`src/rtl/core/csa_pkg.sv`:
```
// Shared constants, state type and controller/datapath command and status types.
package csa_pkg;

    localparam int ELEM_W  = 16;
    localparam int ACC_W   = 48;
    localparam int MAX_DIM = 1024;
    localparam int DIM_W   = $clog2(MAX_DIM + 2);
    localparam int Q_W     = 16;
    localparam int FRAC    = 30;
    localparam int PROD_W  = 2 * ACC_W;
    localparam int CMP_W   = PROD_W + 32;
    localparam int SEQ_W   = $clog2(ACC_W);
    localparam int PP_W    = 2 * ELEM_W;

    typedef enum logic [2:0] {
        S_ACC,
        S_LOAD,
        S_MUL,
        S_INIT,
        S_CAND,
        S_UPD,
        S_FIN
    } t_state;

    typedef struct packed {
        logic acc;
        logic load;
        logic mul;
        logic rinit;
        logic rcand;
        logic rupd;
        logic emit;
    } t_cmd;

    typedef struct packed {
        logic special;
    } t_sts;

endpackage

```
`src/rtl/core/csa_ctrl.sv`:
```
// Sequencer: accumulate, multiply, bit-by-bit root search, result hand-off.
module csa_ctrl
    import csa_pkg::*;
(
    input  logic i_clk,
    input  logic i_rst_n,
    input  logic i_in_valid,
    input  logic i_in_last,
    input  logic i_out_ready,
    input  t_sts i_sts,
    output t_cmd o_cmd,
    output logic o_in_ready,
    output logic o_out_valid
);

    t_state             r_state, n_state;
    logic [SEQ_W-1:0]   r_cnt, n_cnt;
    logic               r_ov, n_ov;

    always_ff @(posedge i_clk) begin
        if (!i_rst_n) begin
            r_state <= S_ACC;
            r_cnt   <= '0;
            r_ov    <= 1'b0;
        end else begin
            r_state <= n_state;
            r_cnt   <= n_cnt;
            r_ov    <= n_ov;
        end
    end

    always_comb begin
        n_state = r_state;
        n_cnt   = r_cnt;
        o_cmd   = '0;
        case (r_state)
            S_ACC: begin
                o_cmd.acc = i_in_valid;
                if (i_in_valid && i_in_last) n_state = S_LOAD;
            end
            S_LOAD: begin
                o_cmd.load = 1'b1;
                n_cnt      = '0;
                n_state    = i_sts.special ? S_FIN : S_MUL;
            end
            S_MUL: begin
                o_cmd.mul = 1'b1;
                n_cnt     = r_cnt + 1'b1;
                if (r_cnt == SEQ_W'(ACC_W - 1)) n_state = S_INIT;
            end
            S_INIT: begin
                o_cmd.rinit = 1'b1;
                n_cnt       = '0;
                n_state     = S_CAND;
            end
            S_CAND: begin
                o_cmd.rcand = 1'b1;
                n_state     = S_UPD;
            end
            S_UPD: begin
                o_cmd.rupd = 1'b1;
                n_cnt      = r_cnt + 1'b1;
                n_state    = (r_cnt == SEQ_W'(Q_W - 1)) ? S_FIN : S_CAND;
            end
            S_FIN: begin
                // wait for the output register to drain
                if (!r_ov || i_out_ready) begin
                    o_cmd.emit = 1'b1;
                    n_state    = S_ACC;
                end
            end
            default: n_state = S_ACC;
        endcase
    end

    always_comb begin
        n_ov = r_ov;
        if (o_cmd.emit)             n_ov = 1'b1;
        else if (r_ov && i_out_ready) n_ov = 1'b0;
    end

    assign o_in_ready  = (r_state == S_ACC);
    assign o_out_valid = r_ov;

endmodule

```
`config.mk`:
```
export PLATFORM = sky130hd
export DESIGN_NAME = csa_ctrl
export DESIGN_NICKNAME = d
export VERILOG_FILES = /design/src/rtl/core/csa_pkg.sv /design/src/rtl/core/csa_ctrl.sv
export SDC_FILE = /design/constraint.sdc
export NUM_CORES = 1
export LEC_CHECK = 0
export ABC_AREA = 0
export BUFFER_PORTS_ARGS = -buffer_cell sky130_fd_sc_hd__clkbuf_2
export CELL_PAD_IN_SITES_DETAIL_PLACEMENT = 0
export CELL_PAD_IN_SITES_GLOBAL_PLACEMENT = 1
export CORE_MARGIN = 4
export CORE_UTILIZATION = 30
export CTS_CLUSTER_DIAMETER = 30
export CTS_CLUSTER_SIZE = 28
export DETAILED_ROUTE_END_ITERATION = 6
export PLACE_DENSITY = 0.61
export SETUP_SLACK_MARGIN = 0.2
export SKIP_CTS_REPAIR_TIMING = 1
export SLEW_MARGIN = 20
export SYNTH_ARGS = -nofsm -noshare
export SYNTH_HDL_FRONTEND = slang
export SYNTH_SLANG_ARGS = --single-unit
```
`constraint.sdc`:
```
create_clock -name i_clk -period 1.7 [get_ports i_clk]
set_clock_uncertainty 0.1 [all_clocks]
set_input_delay 0.255 -clock i_clk [delete_from_list [all_inputs] [get_ports i_clk]]
set_output_delay 0.255 -clock i_clk [all_outputs]
set_load 0.02 [all_outputs]
```
## After elaboration in Yosys (flattened, before gate mapping)

Index checks and enable logic that the tools add are counted.
Widths: inputs -> output; s select.

- Bits in registers: 10
- Output and inout port bits: 9
- Logic and storage cells: 42

- Add/subtract/negate cells: 1
- Equality and inequality tests: 11
- Multiplexer cells: 17
- Reduce and logical (&&, ||, !) cells: 10

Operators by type and width:

| operator | count |
|---|---|
| $pmux 3 s7 | 1 |
| $mux 3 | 4 |
| $pmux 6 s2 | 1 |
| $mux 1 | 10 |
| $eq 3x3->1 const B | 3 |
| $add 6x1->6 const B | 1 |
| $eq 3x2->1 const B | 2 |
| $eq 6x4->1 const B | 1 |
| $eq 6x6->1 const B | 1 |
| $ne 2x2->1 const B | 2 |
| $reduce_bool 2->1 | 2 |
| $reduce_or 2->1 | 2 |
| $eq 3x1->1 const B | 1 |
| $logic_not 3->1 | 1 |
| $reduce_and 3->1 | 1 |
| $logic_and 1x1->1 | 2 |
| $mux 2 | 1 |
| $ne 2x1->1 const B | 1 |
| $logic_not 1->1 | 1 |
| $logic_or 1x1->1 | 1 |

## Longest topological paths before layout

Gate-level depths: netlist (run 1).

- Word-level depth: 5
- Mapped depth: 6
- Gate-level depth less buffers: 5

## Least setup slack after synthesis (run 1)

Ideal clock, no wire load.

- Path kind: register to output
- Start: register r_state[2]
- End: output o_cmd[2] (netlist name)
- Data arrival time: 1.305 ns
- Path slack: 0.040 ns
- Cell stages (with the launch flop): 4
- Buffers on the path: 2
- Path through: dfxtp_1 > buf_2 > buf_2 > nor3b_1

RTL lines:

| what | RTL line | text |
|---|---|---|
| from (decl) | csa_ctrl.sv:16 | `t_state r_state, n_state;` |
| from (signal assigned) | csa_ctrl.sv:26 | `r_state <= n_state;` |
| to (decl) | csa_ctrl.sv:11 | `output t_cmd o_cmd,` |

==> results of run 1 <==
[how the worst min path moves through the flow]
stage                                    to  depth (start not counted)  slack (ns)                   from
finish              r_state[2]$_SDFFE_PN0P_                          2        0.14                i_rst_n
global route        r_state[2]$_SDFFE_PN0P_                          2        0.14                i_rst_n
CTS                   r_cnt[0]$_SDFFE_PN0P_                          2        0.13                i_rst_n
detailed placement    r_cnt[5]$_SDFFE_PN0P_                          1        0.40  r_cnt[5]$_SDFFE_PN0P_
global placement      r_cnt[5]$_SDFFE_PN0P_                          1        0.40  r_cnt[5]$_SDFFE_PN0P_
floorplan             r_cnt[0]$_SDFFE_PN0P_                          1        0.28                i_rst_n
[critical path, cell delays in order, from the launching register on]
cell and delay [ns]:
dfxtp_4 0.37, buf_6 0.13, nor3_4 0.17, and2_4 0.17, buf_6 0.11
[power groups by stage]
stage / sequential (W) / combinational (W) / clock (W)
2_1_floorplan: 0.000255 / 0.0000989 / 0
3_3_place_gp: 0.000259 / 0.000145 / 0
3_5_place_dp: 0.000259 / 0.000144 / 0
4_1_cts: 0.000253 / 0.000145 / 0.000224
5_1_grt: 0.000255 / 0.000204 / 0.000231
6_report: 0.000253 / 0.000186 / 0.000216
[routing by layer]
metal  part of all wire [%]  GRT usage, %
met1                     46          14.7
met2                     49          19.4
met3                    4.4          4.64
met4                   0.54          3.13
met5                      0             0
[synth_stat cells, drive strengths merged]
cell type,count
a211oi,2
a21boi,1
a21o,2
a21oi,9
a221oi,1
a22o,1
a22oi,1
a311oi,2
a41oi,3
and2,3
and2b,1
and3,2
buf,5
clkbuf,2
dfxtp,10
ha,1
inv,3
nand2,4
nand2b,3
nand3,2
nand3b,1
nand4,1
nand4b,1
nor2,3
nor2b,1
nor3,2
nor3b,5
o21a,1
o21ai,4
o21bai,1
o221a,1
o2bb2ai,1
or2,1
[sequential cells by signal (all words and copies together), names as in the netlist]
name and cells:
o_out_valid 1, r_state 3, r_cnt 6
[cell families (layout without fill, tap and decap cells)]
kind of cell	count (synthesis)	count (layout)	share of synthesized area [%]
AOI/OAI and AO/OA	30	30	32.3
and+or+nand+nor	30	30	29.0
DFF	10	10	29.4
buffers and inverters	10	37	7.52
adders and majority gates	1	1	1.83
[per-stage QoR]
| stage | hold WS (ns) | setup WS [ns] | cell area [µm²] |
|---|---|---|---|
| after global placement | 0.398 | 0.166 | 818 |
| after global routing | 0.140 | 0.0665 | 1010 |
| after floorplan | 0.277 | 0.0403 | 694 |
| after CTS | 0.132 | -0.0686 | 855 |
| final | 0.137 | 0.131 | 1010 |
| after detailed placement | 0.399 | 0.137 | 818 |
[area by class of cell]
class | instances | area (µm²) | share of cell area (%)
timing repair buffer | 30 | 221 | 21.9
inverter | 3 | 15.0 | 1.49
clock buffer | 4 | 36.3 | 3.59
tap | 27 | 33.8 | 3.34
sequential | 10 | 219 | 21.7
multi-input combinational | 61 | 485 | 48.0
==> metrics, run 1 <==
status=finished clean; critical path arrival=approximately 1.2 ns; fin util=between 40% and 50%; Required @ worst endpoint=around 1.3 ns; Slew Viols, Final=0; crit-path max FO=6; Fillers=slightly above 200; library cells used by synthesis=39; most frequent cells in the layout=buf_4, a21oi_1, clkbuf_2; CTS Root Cell=clkbuf_4; initial DRC count=14; area grow syn2layout=48.3%; reg2reg end=r_state[2]$_SDFFE_PN0P_; Cell Rows=16; Max Cap Viol=0; critical path launch point=r_state[1]$_SDFFE_PN0P_; Synth Area per Inst=approximately 8.4 µm²; Starting Density=33.1%; Synth Cell Area=between 600 and 700 µm²; Placed Cells=123; cells on worst reg2reg path=5; Critical Path End=o_cmd[6]; Total Die Area=3100 µm²; post-route setup TNS=0 ns; min Tclk post-route=1.57 ns; Syn. warnings=0; GPL Wtd Cong=0.722; Lkg Pwr=between 0.3 and 0.4 nW; floorplan die height=55.7 µm; overall routing resource usage=12.0%; I/O pins=15; switching part of the total=29.0%; Hold Crit Class=primary input to register; Worst VDD drop=0.379 mV; final setup fails=0; IO Port Bufs=14; share of layout cells above drive strength 1=about half; vias per cell=roughly 5.2; power share of the sequential group=38.7%; CTS buffer count=3; cells after synthesis=81; CP endpoint kind=output port; Detailed Place HPWL=1290 µm; CTS H-tree lvls=1; DRT Pass-1 Iters=4; CTS clk-pin slew, worst paths=0.07 ns; Reg2Reg Setup Slack=between 0.2 and 0.25 ns; Final Cycle Share=92.3%; clock share of power=32.9%; drt drc=0; Clock Path Buffers=2; Layout Cells excl Fill=135; Setup Crit Path Kind=register to output port; Via Count=705; RSZ-0062 raised after global routing=yes; most common cell after layout, fill and taps aside=buf_4; vias in the first global route=670; Synth area leaders=dfxtp_1, a21oi_1, a41oi_1; FF+latch count, synth=10; post-synth top area share=slightly below 30%; Slew HR=between 80% and 90%; final wirelength=1840 µm; cell taking the most area after synthesis=dfxtp_1; Internal Power=around 0.00046 W; CTS Sinks=10; initial antenna violation count=0; clk_lat worst skew=0.27 ns; Die Span X=roughly 56 µm; fmax=~640 MHz; Hold Violations, Final=0; Logic pwr share=28.4%; Slew @ Worst Pin=0.296 ns; register area share after synthesis=between 20 and 30%; Setup crit start kind=register; fin nets=116; reg-to-reg startpoint=r_cnt[0]$_SDFFE_PN0P_; global-route wire length before repair=3000 µm; routed wire length per instance=13.6 µm; largest net degree at the start of global routing=10; NetSw=0.000190 W; Power Density=648 nW/µm²; Synth Net Count=88; core area=2060 µm²; antenna-violating nets left=0; Ant. Diodes=0; CTS tree=done; Final Total Pwr=~0.00066 W; GRT overflow=0
No activity file was read; power rests on OpenSTA's default activity.
==> run 2, diff against run 1 <==
--- a/config.mk
+++ b/config.mk
@@ -5,7 +5,7 @@
 export SDC_FILE = /design/constraint.sdc
 export NUM_CORES = 1
 export LEC_CHECK = 0
-export ABC_AREA = 0
+export ABC_AREA = 1
 export BUFFER_PORTS_ARGS = -buffer_cell sky130_fd_sc_hd__clkbuf_2
 export CELL_PAD_IN_SITES_DETAIL_PLACEMENT = 0
 export CELL_PAD_IN_SITES_GLOBAL_PLACEMENT = 1
@@ -14,8 +14,9 @@
 export CTS_CLUSTER_DIAMETER = 30
 export CTS_CLUSTER_SIZE = 28
 export DETAILED_ROUTE_END_ITERATION = 6
-export PLACE_DENSITY = 0.61
-export SETUP_SLACK_MARGIN = 0.2
+export HOLD_SLACK_MARGIN = 0.1
+export PLACE_DENSITY = 0.66
+export SETUP_SLACK_MARGIN = 0.5
 export SKIP_CTS_REPAIR_TIMING = 1
 export SLEW_MARGIN = 20
 export SYNTH_ARGS = -nofsm -noshare
==> run 2 against run 1 <==
Against the previous run: first-iteration DRC count decreased by 29%; fmax increased by 6.1%; design area decreased by 14%; sequential power increased by 23%; via count decreased by 7.2%; worst setup slack improved by 0.091 ns; final cell count increased by 5.2%; sequential cell count unchanged; largest power group is now combinational logic.
==> metrics, run 2 <==
most frequent cells in the layout=nand2_1, inv_1, nor2_1, clkbuf_2, buf_4; Placed Area=728 µm²; Cell Rows=15; FFs w/ async S/R, synth=0%; core area=1820 µm²; antenna-violating nets left=0; Detailed Place HPWL=1120 µm; DRT Pass-1 Iters=4; Worst VDD drop=0.519 mV; Clock Path Buffers=2; Hold Crit Class=primary input to register; vias in the first global route=550; clk_lat worst skew=0.26 ns; post-synth top area share=roughly 33%; min Tclk post-route=around 1.5 ns; Fillers=200; Slew Viols, Final=0; IO Port Bufs=14; Starting Density=between 30% and 40%; Via Count=~650; Required @ worst endpoint=1.34 ns; CTS Root Cell=clkbuf_4; Power Density=935 nW/µm²; Synth Cell Area=604 µm²; Lkg Pwr=0.409 nW; Synth area leaders=dfxtp_1, nand2_1, inv_1; Hold Violations, Final=0; Primary FF master, synth=dfxtp_1; top cells by count, synth=nand2_1, inv_1, nor2_1; worst setup margin=0.221 ns; Reg2Reg Setup Slack=0.47 ns; Synth Net Count=104; cells on worst reg2reg path=8; largest net degree at the start of global routing=7; cell taking the most area after synthesis=dfxtp_1; routed wire length per instance=around 11 µm; Setup Crit Path Kind=register to output port; CTS Sinks=10; initial antenna violation count=0; design area=roughly 870 µm²; critical path arrival=1.12 ns; status=finished clean; CTS tree=done; fin nets=about 130; most flop-heavy register=r_cnt; max FFs per register=6; final setup fails=0; RSZ-0062 raised after global routing=yes; GPL Wtd Cong=approximately 0.73; GRT overflow=0; Hold Path Stages=3; Layout Cells excl Fill=142; drt drc=0; Fin Hold WS=about 0.16 ns; most common cell in the netlist=nand2_1; register area share after synthesis=33.1%; Synth Area per Inst=6.23 µm²; global-route wire length before repair=2480 µm; CTS H-tree lvls=1; I/O pins=15; Final Cycle Share=87.0%; max incr delay on CP=0.40 ns; CP cell instances=nand2_4 -> nor2_4 -> inv_2 -> nor2_4 -> buf_6; most frequent CP cell=nor2_4; CTS buffer count=3; Slew HR=77.5%; Slew @ Worst Pin=roughly 0.34 ns; most common cell after layout, fill and taps aside=nand2_1; Setup crit start kind=register; Max Cap Viol=0; Placed Cells=135; FF+latch count, synth=10; Ant. Diodes=0; crit-path max FO=5; EDFF count, synth=0; overall routing resource usage=12.3%; pre-CTS setup slack=just over 0.4 ns; floorplan die height=52.9 µm; fmax=676 MHz; Syn. warnings=0; final wirelength=1520 µm; initial DRC count=10; share of layout cells above drive strength 1=43.6%; library cells used by synthesis=20; CP endpoint kind=output port; CTS clk-pin slew, worst paths=0.07 ns; Critical Path Slowest Stage Cell=dfxtp_4; Total Die Area=about 2800 µm²; vias per cell=4.61; area grow syn2layout=43.5%; cells after synthesis=97; post-route setup TNS=0 ns; Die Span X=between 50 and 60 µm
==> run 2: cell type report <==
| cell class | instances | area [µm²] | area share [%] |
|---|---|---|---|
| clock buffers | 3 | 22.5 | 2.60 |
| repair buffers | 18 | 114 | 13.1 |
| inverters | 18 | 67.6 | 7.79 |
| well taps | 25 | 31.3 | 3.61 |
| multi-input cells | 68 | 414 | 47.8 |
| flip-flops and latches | 10 | 218 | 25.1 |
==> run 2: kinds of logic (layout without fill, tap and decap cells) <==
group | after synthesis | count (layout) | share of synthesized area, %
AOI/OAI and AO/OA | 13 | 13 | 12.6
adders and majority gates | 1 | 1 | 2.07
buffers and inverters | 19 | 39 | 12.4
DFF | 10 | 10 | 33.1
and+or+nand+nor | 54 | 54 | 39.8
==> run 2: layer usage <==
layer / track usage (%) / up-vias / wire [µm]
met3: 5.07 / 4 / 89
met4: 3.83 / 0 / 15
met2: 18.6 / 14 / 678
li1: - / 347 / -
met1: 15.8 / 289 / 741
met5: 0 / - / 0
==> run 2: final timing paths <==
| kind | from | to |
|---|---|---|
| max | r_state[1]$_SDFFE_PN0P_ | o_cmd[0] |
| min | i_rst_n | r_state[0]$_SDFFE_PN0P_ |
| max reg2reg | r_state[2]$_SDFFE_PN0P_ | r_state[1]$_SDFFE_PN0P_ |
| min reg2reg | r_cnt[1]$_SDFFE_PN0P_ | r_cnt[1]$_SDFFE_PN0P_ |
==> run 2: worst max-delay path, delay by kind of cell (launching register included) <==
| kind | cells | cell delay, ns |
|---|---|---|
| buf+inv | 2 | 0.17 |
| flops | 1 | 0.40 |
| simple gates | 3 | 0.29 |
==> run 2: through the flow <==
step / util, % / total power, W
2_1_floorplan: - / 0.000511
3_3_place_gp: 40.0 / 0.000604
3_5_place_dp: 40.0 / 0.000600
4_1_cts: 41.2 / 0.000767
5_1_grt: 47.6 / 0.000875
6_report: 47.6 / 0.000811
==> run 2: report_power, final <==
group / internal, W / switching (W) / leakage, nW / total (W)
logic: 0.000120 / 0.000217 / 0.311 / 0.000337
registers: 0.000265 / 0.0000449 / 0.0849 / 0.000310
clock network: 0.0000818 / 0.0000814 / 0.0138 / 0.000163
